<file path="src/rtl/assert_macros.svh">
// assertion helpers, included by the keypad decoder core
`ifndef ASSERT_MACROS_SVH
`define ASSERT_MACROS_SVH

`ifndef SYNTHESIS
// property must hold at every clock edge outside reset
`define ASSERT_PROP(lbl, clk, rst_n, prop) \
  lbl: assert property (@(posedge clk) disable iff (!rst_n) prop) \
    else $error("assertion failed: property violated");
// condition must never be true outside reset
`define ASSERT_NEVER(lbl, clk, rst_n, expr) \
  lbl: assert property (@(posedge clk) disable iff (!rst_n) !(expr)) \
    else $error("assertion failed: forbidden condition seen");
`else
`define ASSERT_PROP(lbl, clk, rst_n, prop)
`define ASSERT_NEVER(lbl, clk, rst_n, expr)
`endif

`endif

</file>
<file path="src/rtl/kpd_pkg.sv">
`default_nettype none

package kpd_pkg;

  typedef enum logic [1:0] {
    ACT_NONE   = 2'd0,
    ACT_APPEND = 2'd1,
    ACT_DELETE = 2'd2,
    ACT_CLEAR  = 2'd3
  } act_e;

  localparam logic [1:0] MODE_CALC = 2'd0;
  localparam logic [1:0] MODE_LOCK = 2'd1;

  localparam logic [7:0] KEY_NONE = 8'h00;
  localparam logic [7:0] KEY_QUIT = 8'hFF;

  localparam logic [7:0] CH_0     = 8'h30;
  localparam logic [7:0] CH_1     = 8'h31;
  localparam logic [7:0] CH_2     = 8'h32;
  localparam logic [7:0] CH_3     = 8'h33;
  localparam logic [7:0] CH_4     = 8'h34;
  localparam logic [7:0] CH_5     = 8'h35;
  localparam logic [7:0] CH_6     = 8'h36;
  localparam logic [7:0] CH_7     = 8'h37;
  localparam logic [7:0] CH_8     = 8'h38;
  localparam logic [7:0] CH_9     = 8'h39;
  localparam logic [7:0] CH_PLUS  = 8'h2B;
  localparam logic [7:0] CH_MINUS = 8'h2D;
  localparam logic [7:0] CH_STAR  = 8'h2A;
  localparam logic [7:0] CH_SLASH = 8'h2F;
  localparam logic [7:0] CH_EQ    = 8'h3D;
  localparam logic [7:0] CH_DOT   = 8'h2E;
  localparam logic [7:0] CH_LPAR  = 8'h28;
  localparam logic [7:0] CH_RPAR  = 8'h29;
  localparam logic [7:0] CH_A     = 8'h41;
  localparam logic [7:0] CH_B     = 8'h42;
  localparam logic [7:0] CH_K     = 8'h4B;
  localparam logic [7:0] CH_L     = 8'h4C;
  localparam logic [7:0] CH_N     = 8'h4E;
  localparam logic [7:0] CH_P     = 8'h50;
  localparam logic [7:0] CH_R     = 8'h52;
  localparam logic [7:0] CH_Z     = 8'h5A;
  localparam logic [7:0] CH_LA    = 8'h61;
  localparam logic [7:0] CH_LE    = 8'h65;
  localparam logic [7:0] CH_LL    = 8'h6C;
  localparam logic [7:0] CH_LP    = 8'h70;

  typedef struct packed {
    logic       hit;
    logic [1:0] row;
  } row_hit_t;

  typedef struct packed {
    logic [7:0] key_code;
    act_e       action;
    logic [7:0] append_char;
  } kpd_res_t;

  // exactly one row bit set gives a hit
  function automatic row_hit_t one_hot_row(input logic [3:0] rows);
    row_hit_t r;
    r = '{hit: 1'b1, row: 2'd0};
    case (rows)
      4'b0001: r.row = 2'd0;
      4'b0010: r.row = 2'd1;
      4'b0100: r.row = 2'd2;
      4'b1000: r.row = 2'd3;
      default: r.hit = 1'b0;
    endcase
    return r;
  endfunction

  // shifted key table, page 3 falls back to page 0
  function automatic logic [7:0] shift_char(input logic [1:0] page, input logic [2:0] idx);
    logic [7:0] c;
    c = CH_A;
    case (page)
      2'd1: begin
        case (idx)
          3'd1:    c = CH_STAR;
          3'd2:    c = CH_SLASH;
          3'd3:    c = CH_N;
          3'd4:    c = CH_P;
          3'd5:    c = CH_R;
          default: c = CH_A;
        endcase
      end
      2'd2: begin
        case (idx)
          3'd1:    c = CH_LE;
          3'd2:    c = CH_L;
          3'd3:    c = CH_K;
          3'd4:    c = CH_LPAR;
          3'd5:    c = CH_RPAR;
          default: c = CH_A;
        endcase
      end
      default: begin
        case (idx)
          3'd1:    c = CH_PLUS;
          3'd2:    c = CH_MINUS;
          3'd3:    c = CH_EQ;
          3'd4:    c = CH_DOT;
          3'd5:    c = CH_Z;
          default: c = CH_A;
        endcase
      end
    endcase
    return c;
  endfunction

endpackage

`default_nettype wire

</file>
<file path="src/rtl/kpd_scan.sv">
`default_nettype none

module kpd_scan
  import kpd_pkg::*;
(
  input  logic [3:0] rows_col1_i,
  input  logic [3:0] rows_col2_i,
  input  logic [3:0] rows_col3_i,
  input  logic [3:0] rows_col4_i,
  input  logic [1:0] shift_page_i,
  output logic [7:0] key_o
);

  row_hit_t h1, h2, h3, h4;

  assign h1 = one_hot_row(rows_col1_i);
  assign h2 = one_hot_row(rows_col2_i);
  assign h3 = one_hot_row(rows_col3_i);
  assign h4 = one_hot_row(rows_col4_i);

  // first column with a clean single press wins
  always_comb begin
    key_o = KEY_NONE;
    if (h1.hit) begin
      case (h1.row)
        2'd0:    key_o = CH_1;
        2'd1:    key_o = CH_4;
        2'd2:    key_o = CH_7;
        default: key_o = shift_char(shift_page_i, 3'd4);
      endcase
    end else if (h2.hit) begin
      case (h2.row)
        2'd0:    key_o = CH_2;
        2'd1:    key_o = CH_5;
        2'd2:    key_o = CH_8;
        default: key_o = CH_0;
      endcase
    end else if (h3.hit) begin
      case (h3.row)
        2'd0:    key_o = CH_3;
        2'd1:    key_o = CH_6;
        2'd2:    key_o = CH_9;
        default: key_o = shift_char(shift_page_i, 3'd5);
      endcase
    end else if (h4.hit) begin
      key_o = shift_char(shift_page_i, {1'b0, h4.row});
    end
  end

endmodule

`default_nettype wire

</file>
<file path="src/rtl/kpd_cmd.sv">
`default_nettype none

module kpd_cmd
  import kpd_pkg::*;
(
  input  logic [7:0] key_i,
  input  logic [7:0] last_key_i,
  input  logic       result_page_i,
  input  logic [1:0] mode_i,
  output kpd_res_t   res_o
);

  logic       calc;
  logic [7:0] key;

  assign calc = (mode_i == MODE_CALC);

  always_comb begin
    res_o = '{key_code: KEY_NONE, action: ACT_NONE, append_char: 8'h00};
    key   = key_i;
    // debounce: only a key seen twice in a row counts
    if (key_i == last_key_i) begin
      if (result_page_i && key_i != KEY_NONE) begin
        key = KEY_QUIT;
      end
      case (key)
        CH_Z: begin
          if (calc) res_o.action = ACT_DELETE;
        end
        CH_N: begin
          if (calc) res_o = '{key_code: key, action: ACT_APPEND, append_char: CH_LA};
        end
        CH_P: begin
          if (calc) res_o = '{key_code: key, action: ACT_APPEND, append_char: CH_LP};
        end
        CH_L: begin
          if (calc) res_o = '{key_code: key, action: ACT_APPEND, append_char: CH_LL};
        end
        KEY_QUIT, CH_R: begin
          res_o.action = ACT_CLEAR;
        end
        CH_K, KEY_NONE, CH_A, CH_EQ: begin
        end
        default: begin
          if (calc) begin
            res_o.action      = ACT_APPEND;
            res_o.append_char = key;
          end else if (key inside {CH_PLUS, CH_STAR, CH_LE}) begin
            key = CH_B;
          end
        end
      endcase
      if (mode_i == MODE_LOCK && key inside {CH_EQ, CH_N, CH_K}) begin
        key = CH_EQ;
      end
      res_o.key_code = key;
    end
  end

endmodule

`default_nettype wire

</file>
<file path="src/rtl/keypad_scan_debounce_decoder_core.sv">
// keypad scan decoder with two-scan debounce
// in channel: in_valid_i / in_ready_o carry one full 4x4 scan (four row codes,
//   one per driven column) plus shift page, result-page flag and mode
// out channel: out_valid_o / out_ready_i carry one result per scan: key code,
//   buffer command and the character to append
// path: a taken scan is held in the input register, decoded from it and
//   loaded into the result register, which drives the outputs
// throughput: one scan per cycle while out_ready_i is high; the decode
//   and previous-key compare sit in one combinational pass between registers
// stall: when the receiver holds out_ready_i low, the result register keeps
//   its item and the input register fills; in_ready_o drops only when both
//   hold an item, and no transfer is lost or repeated
// reset: rst_ni clears both valid flags and the stored previous key, so the
//   first scan after reset compares against "no key"
`default_nettype none
`include "assert_macros.svh"

module keypad_scan_debounce_decoder_core
  import kpd_pkg::*;
(
  input  logic       clk_i,
  input  logic       rst_ni,
  input  logic       in_valid_i,
  output logic       in_ready_o,
  input  logic [3:0] rows_col1_i,
  input  logic [3:0] rows_col2_i,
  input  logic [3:0] rows_col3_i,
  input  logic [3:0] rows_col4_i,
  input  logic [1:0] shift_page_i,
  input  logic       result_page_i,
  input  logic [1:0] mode_i,
  output logic       out_valid_o,
  input  logic       out_ready_i,
  output logic [7:0] key_code_o,
  output logic [1:0] buffer_action_o,
  output logic [7:0] append_char_o
);

  logic       s1_valid_q;
  logic [3:0] s1_col1_q, s1_col2_q, s1_col3_q, s1_col4_q;
  logic [1:0] s1_page_q;
  logic       s1_rp_q;
  logic [1:0] s1_mode_q;

  logic       out_valid_q;
  kpd_res_t   out_res_q;
  logic [7:0] last_key_q;

  logic       out_free;
  logic       s1_adv;
  logic       in_xfer;
  logic [7:0] raw_key;
  kpd_res_t   res_d;

  assign out_free   = !out_valid_q || out_ready_i;
  assign s1_adv     = s1_valid_q && out_free;
  assign in_ready_o = !s1_valid_q || out_free;
  assign in_xfer    = in_valid_i && in_ready_o;

  kpd_scan u_scan (
    .rows_col1_i  (s1_col1_q),
    .rows_col2_i  (s1_col2_q),
    .rows_col3_i  (s1_col3_q),
    .rows_col4_i  (s1_col4_q),
    .shift_page_i (s1_page_q),
    .key_o        (raw_key)
  );

  kpd_cmd u_cmd (
    .key_i         (raw_key),
    .last_key_i    (last_key_q),
    .result_page_i (s1_rp_q),
    .mode_i        (s1_mode_q),
    .res_o         (res_d)
  );

  always_ff @(posedge clk_i or negedge rst_ni) begin
    if (!rst_ni) begin
      s1_valid_q  <= 1'b0;
      out_valid_q <= 1'b0;
      last_key_q  <= KEY_NONE;
    end else begin
      if (in_ready_o) s1_valid_q <= in_valid_i;
      if (out_free) out_valid_q <= s1_valid_q;
      // previous key always ends up equal to the scan just decoded
      if (s1_adv) last_key_q <= raw_key;
    end
  end

  always_ff @(posedge clk_i) begin
    if (in_xfer) begin
      s1_col1_q <= rows_col1_i;
      s1_col2_q <= rows_col2_i;
      s1_col3_q <= rows_col3_i;
      s1_col4_q <= rows_col4_i;
      s1_page_q <= shift_page_i;
      s1_rp_q   <= result_page_i;
      s1_mode_q <= mode_i;
    end
    if (s1_adv) out_res_q <= res_d;
  end

  assign out_valid_o     = out_valid_q;
  assign key_code_o      = out_res_q.key_code;
  assign buffer_action_o = out_res_q.action;
  assign append_char_o   = out_res_q.append_char;

  `ASSERT_NEVER(a_char_only_on_append, clk_i, rst_ni,
                out_valid_o && buffer_action_o != ACT_APPEND && append_char_o != 8'h00)
  `ASSERT_NEVER(a_no_key_no_action, clk_i, rst_ni,
                out_valid_o && key_code_o == KEY_NONE && buffer_action_o != ACT_NONE)
  `ASSERT_PROP(a_quit_clears, clk_i, rst_ni,
               out_valid_o && key_code_o == KEY_QUIT |-> buffer_action_o == ACT_CLEAR)
  `ASSERT_PROP(a_last_key_holds, clk_i, rst_ni,
               !s1_adv |=> $stable(last_key_q))
  `ASSERT_PROP(a_stall_holds_result, clk_i, rst_ni,
               out_valid_q && !out_ready_i |=> out_valid_q && $stable(out_res_q))

endmodule

`default_nettype wire
</file>
<file path="config.mk">
export PLATFORM = sky130hd
export DESIGN_NAME = keypad_scan_debounce_decoder_core
export DESIGN_NICKNAME = d
export VERILOG_FILES = /design/src/rtl/kpd_pkg.sv /design/src/rtl/kpd_scan.sv /design/src/rtl/kpd_cmd.sv /design/src/rtl/keypad_scan_debounce_decoder_core.sv
export VERILOG_INCLUDE_DIRS = /design/src /design/src/rtl
export SDC_FILE = /design/constraint.sdc
export NUM_CORES = 1
export LEC_CHECK = 0
export BUFFER_PORTS_ARGS = -buffer_cell sky130_fd_sc_hd__buf_2
export CAP_MARGIN = 20
export CELL_PAD_IN_SITES_DETAIL_PLACEMENT = 0
export CELL_PAD_IN_SITES_GLOBAL_PLACEMENT = 1
export CORE_MARGIN = 2
export CORE_UTILIZATION = 45
export CTS_CLUSTER_DIAMETER = 100
export DETAILED_ROUTE_END_ITERATION = 12
export PLACE_DENSITY = 0.77
export SLEW_MARGIN = 20
export SYNTH_ARGS = -nofsm -noshare
export SYNTH_HDL_FRONTEND = slang
export SYNTH_SLANG_ARGS = --single-unit
export TNS_END_PERCENT = 5
</file>
<file path="constraint.sdc">
create_clock -name clk_i -period 5.5 [get_ports clk_i]
set_input_delay 0.55 -clock clk_i [delete_from_list [all_inputs] [get_ports clk_i]]
set_output_delay 0.55 -clock clk_i [all_outputs]
set_load 0.01 [all_outputs]
</file>
After elaboration in Yosys (flattened, before gate mapping):

Cells that the tools add are included.

* shifts and indexed selects: 0
* bitwise operators: 1
* div/mod/pow operators: 0
* muxes and demuxes: 35
* magnitude comparators: 0
* reduce and logical (&&, ||, !) cells: 25
* eq/ne operators: 44
* $add $sub $neg: 0
* $mul: 0

Operator list (count)
* 8-bit by 7-bit == test with 1-bit output (second input constant): 10
* 8-bit 2-to-1 mux: 10
* 8-bit one-hot mux with 3 select lines: 2
* 7-bit one-hot mux with 3 select lines: 2
* 9-bit 2-to-1 mux: 4
* 8-bit by 6-bit == test with 1-bit output (second input constant): 4
* 8-bit one-hot mux with 4 select lines: 1
* 7-bit one-hot mux with 2 select lines: 2
* 2-bit one-hot mux with 3 select lines: 4
* 4-bit OR reduction: 5
* 6-bit one-hot mux with 3 select lines: 1
* 4-bit by 1-bit == test with 1-bit output (second input constant): 4
* 4-bit by 2-bit == test with 1-bit output (second input constant): 4
* 4-bit by 3-bit == test with 1-bit output (second input constant): 4
* 4-bit == test (second input constant): 4
* 8-bit one-hot mux with 2 select lines: 1
* 2-bit by 1-bit == test with 1-bit output (second input constant): 6
* 2-bit == test (second input constant): 6
* 2-bit one-hot mux with 6 select lines: 1
* 4-bit one-hot mux with 3 select lines: 1
* 10-bit OR reduction: 1
* 8-bit == test: 1
* 8-bit == test (second input constant): 1
* 2-bit logical NOT: 4
* other kinds (12): 22

* register bits after elaboration: 49
* output and inout port bits: 20
* bits of input ports: 25
* memory bits (writable): 0
* ROM bits: 0
* memories kept: 0
* logic and storage cells: 119
* bits in latches: 0

Longest topological paths before layout:

Gate-level depths: netlist of run 1.

* depth after elaboration: 23
* depth in mapped cells: 17
* mapped depth without buffers: 14

Cells and area by module:

From an unflattened synthesis of run 1, not the netlist that was laid out.

* cells, all modules: 293
* area, all modules: 3170.5 µm²

Modules (own cells, without submodules)
* keypad_scan_debounce_decoder_core: cells each 64, times used 1, area an instance 1597.8 µm², seq. area each 1421.4 µm²
* kpd_scan: cells each 116, times used 1, area an instance 852.1 µm², seq. area each 0.0 µm²
* kpd_cmd: cells each 113, times used 1, area an instance 720.7 µm², seq. area each 0.0 µm²

Least setup slack after synthesis of run 1:

Ideal clock, no wire load.

* kind: register to register
* start: register s1_col4_q[2]
* end: register out_res_q (netlist bit append_char_o[0]) (data pin)
* stages on the path, launching flop included: 15
* path buffers: 1
* slack: 1.586 ns
* arrival: 3.761 ns
* clock period less this slack: 3.914 ns
* required time: 5.347 ns
* setup time: 0.153 ns
* cells stage by stage: edfxtp_1 > xnor2_1 > or3_1 > buf_6 > ha_1 > inv_1 > a221oi_1 > a21oi_1 > a211oi_2 > nand4_1 > o311a_1 > o32a_1 > or4_4 > or4_1 > o22ai_2

* cells in the longest elaborated chain, start to end: 16
* elaborated cells on any way between the ends: 36
* classes of those cells: eq/ne: 17; mux: 14; reduce/logical: 5

Ends and longest elaborated chain
* start, declared: RTL line keypad_scan_debounce_decoder_core.sv:40 `logic [3:0] s1_col1_q, s1_col2_q, s1_col3_q, s1_col4_q;`
* start signal, assigned: RTL line keypad_scan_debounce_decoder_core.sv:95 `s1_col4_q <= rows_col4_i;`
* 4-bit == test, or another cell as far along: RTL line kpd_pkg.sv:64 `case (rows)`
* 2-bit one-hot mux with 3 select lines: RTL line kpd_pkg.sv:64
* 2-bit == test / 2-bit by 1-bit == test with 1-bit output (equally long branches): RTL line kpd_pkg.sv:80, kpd_pkg.sv:90, kpd_pkg.sv:100
* 6-bit one-hot mux with 3 select lines, or another cell as far along: RTL line kpd_pkg.sv:90 `case (idx)`
* 8-bit one-hot mux with 2 select lines: RTL line kpd_pkg.sv:78 `case (page)`
* 8-bit 2-to-1 mux (*): RTL line kpd_scan.sv:45 `end else if (h4.hit) begin`
* 8-bit 2-to-1 mux (*): RTL line kpd_scan.sv:38 `end else if (h3.hit) begin`
* 8-bit 2-to-1 mux (*): RTL line kpd_scan.sv:31 `end else if (h2.hit) begin`
* 8-bit 2-to-1 mux (*): RTL line kpd_scan.sv:24 `if (h1.hit) begin`
* 8-bit nonzero test: RTL line kpd_cmd.sv:23 `if (result_page_i && key_i != KEY_NONE) begin`
* 1-bit logical AND: RTL line kpd_cmd.sv:23
* 8-bit 2-to-1 mux: RTL line kpd_cmd.sv:23
* 8-bit 2-to-1 mux: RTL line kpd_cmd.sv:22 `if (key_i == last_key_i) begin`
* 8-bit by 7-bit == test with 1-bit output, or another cell as far along: RTL line kpd_cmd.sv:26 `case (key)`
* 7-bit OR reduction (no source line)
* 8-bit one-hot mux with 4 select lines: RTL line kpd_cmd.sv:26
* end signal, assigned: RTL line keypad_scan_debounce_decoder_core.sv:100 `if (s1_adv) out_res_q <= res_d;`
* end, declared: RTL line keypad_scan_debounce_decoder_core.sv:46 `kpd_res_t out_res_q;`

Mark *: on every way between the ends. The rest lies on a longest branch, timed or not. The select of a mux whose other input is x is not followed.
A chain may end at the register's enable or synchronous reset.

Final worst setup path of run 1:

Same ends and word-level chain as after synthesis.

==> flow_summary.yaml, run 1 <==
run_status:
  status: "finished, final reports clean"
synth:
  synthFlopType: "edfxtp_1"
  synth-seq-area-share: 0.457
  ys_top_cells_by_count: "39 x edfxtp_1, 22 x o21ai_0, 20 x nand2_1, 20 x nor2_1, 18 x a21oi_1"
  synth-async-reset-ratio: 0.188
  yosysMostFrequentCell: "edfxtp_1"
  ys_types: 64
  synthesis.area_um2: 3060
  yosys_warnings: 0
  post_synth_inst_count: 296
  synthesis.nets: 330
  synth_area_leaders: "edfxtp_1 38%, dfrtp_1 7.4%, ha_1 3.7%, o21ai_0 3.6%, a21oi_1 2.9%"
  syn_avg_cell_area_um2: 10.3
  ys_seq_elements: 48
  synth_top_area_frac: 0.383
  synth-edff-count: 39
  synth_top_area_cell: "edfxtp_1"
critical_path:
  crit_type: "flip-flop to flip-flop"
  rrSetupSlack_ns: 1.10
  cp-startpoint: "s1_col4_q[2]"
  reg2reg_depth: 13
  r2r-start: "s1_col4_q[2]"
  rr_endpoint: "append_char_o[0]"
  cp.arrival_ns: 4.55
  worstPathRequired_ns: 5.65
  crit_fanout: 13
  start_kind: "flip-flop"
  end_kind: "flip-flop"
global_routing:
  gr-total-overflow: 0
  grt_max_degree: 22
  grt_usage: 0.177
  antenna_found_initial: 0
  grt_pass1_wl_um: 10600
  grt_pass1_vias: 2256
clocking:
  clk-insertion-delay-late_ns: 0.30
  clk_pin_slew_ns: 0.09
  clockBufferDepth: 2
  cts.repair.resized: 0
  cts_root_buf: "clkbuf_8"
  cts_hold_buf: 0
  cts_tree: "built"
  post-cts-setup-buffer-count: 0
  cts_made_buffers: 5
  h-tree-depth: 2
  cts.sinks: 48
power_and_ir_drop:
  p_leak_nw: 1.34
  powerDensity_nw_per_um2: 265
  ir_worst_vdd_uv: 130
timing:
  slew-limit-headroom: 0.339
  tns_ns: 0
  fin_crit_ns: 4.40
  finClkSkew_ns: 0.00690
  worst_pin_slew_ns: 0.992
  rsz0062_at_grt: "no"
  fmax_ghz: 0.227
  maxSlewViolCount: 0
  finalSetupViolCount: 0
  fin_crit_sh: 0.801
  finalHoldViolations: 0
route:
  detail-route-antenna-nets: 0
  wl_per_cell_um: 15.0
  drc: 0
  firstDrtPassIters: 4
  viasPerCell: 5.67
  vias: 2375
  wl_um: 6300
  drtIter0Drc: 143
floorplanning:
  start_util: 0.457
  die_x_um: 86.4
  core_area_um2: 6680
  chipHeight_um: 86.4
  fp-row-count: 30
  dieArea_um2: 7460
  ios: 45
placement:
  io_buffers: 44
  place.gp.congestion: 0.890
  post-dp-hpwl_um: 4770
  placed_area_um2: 3320
layout:
  fill_cells: 644
  drive_above_1_share: 0.212
  nets: 372
  stdcell_area_um2: 3410
  area_growth_pct: 11.6
  diodes: 0
job:
  maxCapViolations: 0
hold_path:
  hold_path.class: "input pin to async pin"
[sequential cells by signal (all words and copies together), names as in the netlist]
signal,count
out_valid_o,1
append_char_o,8
s1_col3_q,4
s1_rp_q,1
key_code_o,8
buffer_action_o,2
last_key_q,7
s1_mode_q,2
s1_valid_q,1
s1_col2_q,4
s1_col4_q,4
s1_page_q,2
s1_col1_q,4
[area by class of cell]
cell class | instances | area, µm² | share of cell area
multi-input combinational | 223 | 1540 | 0.450
sequential | 48 | 1400 | 0.409
clock buffer | 5 | 68.8 | 0.0202
inverter | 16 | 72.6 | 0.0213
tap | 80 | 100 | 0.0293
clock inverter | 3 | 17.5 | 0.00514
timing repair buffer | 44 | 220 | 0.0646
[routing by layer]
metal | global-route usage | share of wire | vias to the layer above | wire, µm
li1 | - | - | 1197 | -
met1 | 0.238 | 0.47 | 1106 | 2980
met2 | 0.303 | 0.48 | 65 | 3000
met3 | 0.0314 | 0.038 | 7 | 242
met4 | 0.0369 | 0.012 | 0 | 76
met5 | 0 | 0 | - | 0
[logic make-up after synthesis]
logic type / synth area share
mux: 0.00696
simple gates: 0.204
compound gates: 0.209
flops: 0.457
fa+ha+maj: 0.0369
buf+inv: 0.0405
other cells: 0.00123
xor+xnor: 0.0450
[cells in the final DEF (no fill, tap or decap), types with 3 or more instances in the layout]
cell type,n
xnor2_1,5
o21ai_0,22
xor2_1,7
o211ai_1,3
nor2_1,20
nor3b_1,4
ha_1,9
or3_1,3
nand2_1,20
and3_1,4
a211oi_1,8
a211oi_2,3
nor3_1,8
clkbuf_8,5
nor2b_1,3
a21o_1,5
nand2b_1,12
inv_1,15
nand3_1,4
nand3b_1,4
and2_1,6
edfxtp_1,39
nand4_1,4
buf_2,44
a21oi_1,18
nor4b_1,7
or2_2,4
dfrtp_1,9
[report_power, final]
| group | internal [mW] | total [mW] | switching [mW] |
|---|---|---|---|
| Clock | 0.0891 | 0.210 | 0.121 |
| Sequential | 0.430 | 0.454 | 0.0233 |
| Combinational | 0.0915 | 0.241 | 0.149 |
| Total | 0.611 | 0.905 | 0.294 |
[worst max-delay path: stages, from the launching register on]
cell and delay (ns):
edfxtp_1 0.46, xnor2_1 0.17, or3_1 0.49, ha_1 0.38, inv_1 0.04, a221oi_1 0.38
a21oi_1 0.09, a211oi_2 0.49, nand4_1 0.15, o311a_1 0.15, o32a_1 0.18, or4_4 0.62
or4_1 0.51, o22ai_2 0.12
[metrics by stage]
stage / hold WS, ns / instances / power, mW / setup WS [ns] / utilization
6_report: 0.0842 / 419 / 0.905 / 1.10 / 0.510
5_1_grt: 0.0825 / 419 / 0.958 / 0.830 / 0.510
4_1_cts: 0.0802 / 419 / 0.912 / 1.13 / 0.510
3_5_place_dp: 0.413 / 411 / 0.701 / 1.17 / 0.498
3_3_place_gp: 0.409 / 411 / 0.700 / 1.26 / 0.498
2_1_floorplan: 0.254 / 296 / 0.639 / 1.59 / -
[how the worst max path moves through the flow]
| stage | depth (start not counted) | end |
|---|---|---|
| floorplan | 14 | append_char_o[0] |
| global placement | 13 | append_char_o[0] |
| detailed placement | 13 | append_char_o[0] |
| CTS | 13 | append_char_o[0] |
| global route | 13 | append_char_o[0] |
| finish | 13 | append_char_o[0] |
Power figures use the tool's default switching activity.
==> run 2: changes to the inputs <==
- CORE_UTILIZATION: 45 -> 40
- PLACE_DENSITY: 0.77 -> 0.73
- clock period: 5.5 -> 3.9 ns (I/O delays scaled with it)
==> flow_summary.yaml, run 2 (same netlist as run 1, synthesis figures left out) <==
run_status:
  status: "finished, final reports clean"
floorplanning:
  fp-row-count: 31
  core_area_um2: 7330
  start_util: 0.417
  chipHeight_um: 91.4
  die_x_um: 91.4
  ios: 45
  dieArea_um2: 8350
critical_path:
  crit_type: "flip-flop to flip-flop"
  path_cells: "xnor2_1 > or3_4 > ha_4 > or3b_2 > o41ai_1 > o211ai_1 > o22ai_1 > a21o_1 > xnor2_2 > nand3_1 > or4_4 > or4_4 > o22ai_2"
  crit_fanout: 4
  start_kind: "flip-flop"
  slowest_stage: "or4_4"
  path_common_cell: "or4_4"
  cp_num_buf_inv: 0
  end_kind: "flip-flop"
  cpPeakStageDelay_ns: 0.49
  worstPathRequired_ns: 4.06
  crit_family: "simple AND/OR/NAND/NOR gates"
  cp.arrival_ns: 3.90
timing:
  tns_ns: 0
  rsz0062_at_grt: "yes"
  slew-limit-headroom: 0.374
  fin_crit_ns: 3.74
  finalSetupViolCount: 0
  worst_pin_slew_ns: 0.939
  finClkSkew_ns: 0.00907
  fmax_ghz: 0.267
  fin_crit_sh: 0.959
  fin_ws_ns: 0.161
  finalHoldViolations: 0
  maxSlewViolCount: 0
route:
  drc: 0
  viasPerCell: 5.33
  firstDrtPassIters: 4
  detail-route-antenna-nets: 0
  wl_per_cell_um: 14.5
  drtIter0Drc: 151
  wl_um: 6620
  vias: 2443
layout:
  drive_above_1_share: 0.284
  nets: 392
  final_common_cell: "buf_2"
  area_growth_pct: 20.1
  diodes: 0
  final_cell_mix: "44 x buf_2, 39 x edfxtp_1, 22 x o21ai_0, 20 x nand2_1, 20 x nor2_1"
clocking:
  clockBufferDepth: 2
  cts_made_buffers: 5
  cts.sinks: 48
  h-tree-depth: 2
  cts_tree: "built"
  clk-insertion-delay-late_ns: 0.31
  cts_root_buf: "clkbuf_8"
  clk_pin_slew_ns: 0.09
global_routing:
  grt_usage: 0.169
  grt_pass1_vias: 2376
  grt_max_degree: 22
  antenna_found_initial: 0
  gr-total-overflow: 0
  grt_pass1_wl_um: 11300
placement:
  place.gp.congestion: 0.939
  post-dp-hpwl_um: 5100
  pre_cts_slack_ns: 0.0441
  io_buffers: 44
power_and_ir_drop:
  ir_worst_vdd_uv: 163
  p_leak_nw: 1.45
  powerDensity_nw_per_um2: 379
job:
  maxCapViolations: 0
hold_path:
  hold_path.class: "input pin to flip-flop"
==> run 2: layout make-up <==
cell class / count / area [µm²]
fill: 683 / 3660
multi-input combinational: 223 / 1590
sequential: 48 / 1400
timing repair buffer: 64 / 373
tap: 99 / 124
inverter: 16 / 72.6
clock buffer: 5 / 68.8
clock inverter: 3 / 42.5
==> run 2: stage by stage <==
step	cell area (µm²)	cells	util	total power [mW]	hold WS, ns
floorplan	3060	296	-	0.901	0.0944
global placement	3460	445	0.472	1.02	0.247
detailed placement	3460	445	0.472	1.02	0.253
CTS	3580	454	0.489	1.39	0.247
global route	3670	458	0.501	1.47	0.235
finish	3670	458	0.501	1.39	0.250
==> run 2: final timing paths <==
kind	from	endpoint	slack (ns)	cells past startpoint
min in group asynchronous	rst_ni	last_key_q[6]	0.44	2
hold / removal	rows_col4_i[0]	s1_col4_q[0]	0.25	1
setup / recovery	s1_col4_q[3]	append_char_o[0]	0.16	13
max in group asynchronous	rst_ni	last_key_q[0]	3.27	2
setup reg to reg	s1_col4_q[3]	append_char_o[0]	0.16	13
hold reg to reg	s1_valid_q	out_valid_o	0.50	1
==> run 2: metal layers <==
layer / GRT usage / vias to the layer above / part of all wire
met5: 0 / - / 0
met4: 0.0568 / 0 / 0.012
met3: 0.0315 / 7 / 0.045
met1: 0.240 / 1133 / 0.49
li1: - / 1235 / -
met2: 0.259 / 68 / 0.46
==> run 2: worst register-to-register path, delay by kind of cell, from the launching register on <==
| family | cells | cell delay, ns |
|---|---|---|
| AND/OR/NAND/NOR | 5 | 1.85 |
| AO/OA/AOI/OAI | 5 | 0.76 |
| flip-flops | 1 | 0.46 |
| XOR/XNOR | 2 | 0.29 |
| adder cells (fa/ha/maj) | 1 | 0.23 |
==> run 2: timing repair <==
item                                    in CTS  in global routing
endpoints found under the setup margin       0                 15
hold endpoints to repair                     9                  0
gates resized for setup                      0                 11
hold buffers                                 1                  0
buffers inserted                             0                  4
==> run 2: where the power goes <==
part | switching [mW] | internal [mW]
clock | 0.174 | 0.190
combinational | 0.222 | 0.161
sequential | 0.0351 | 0.607
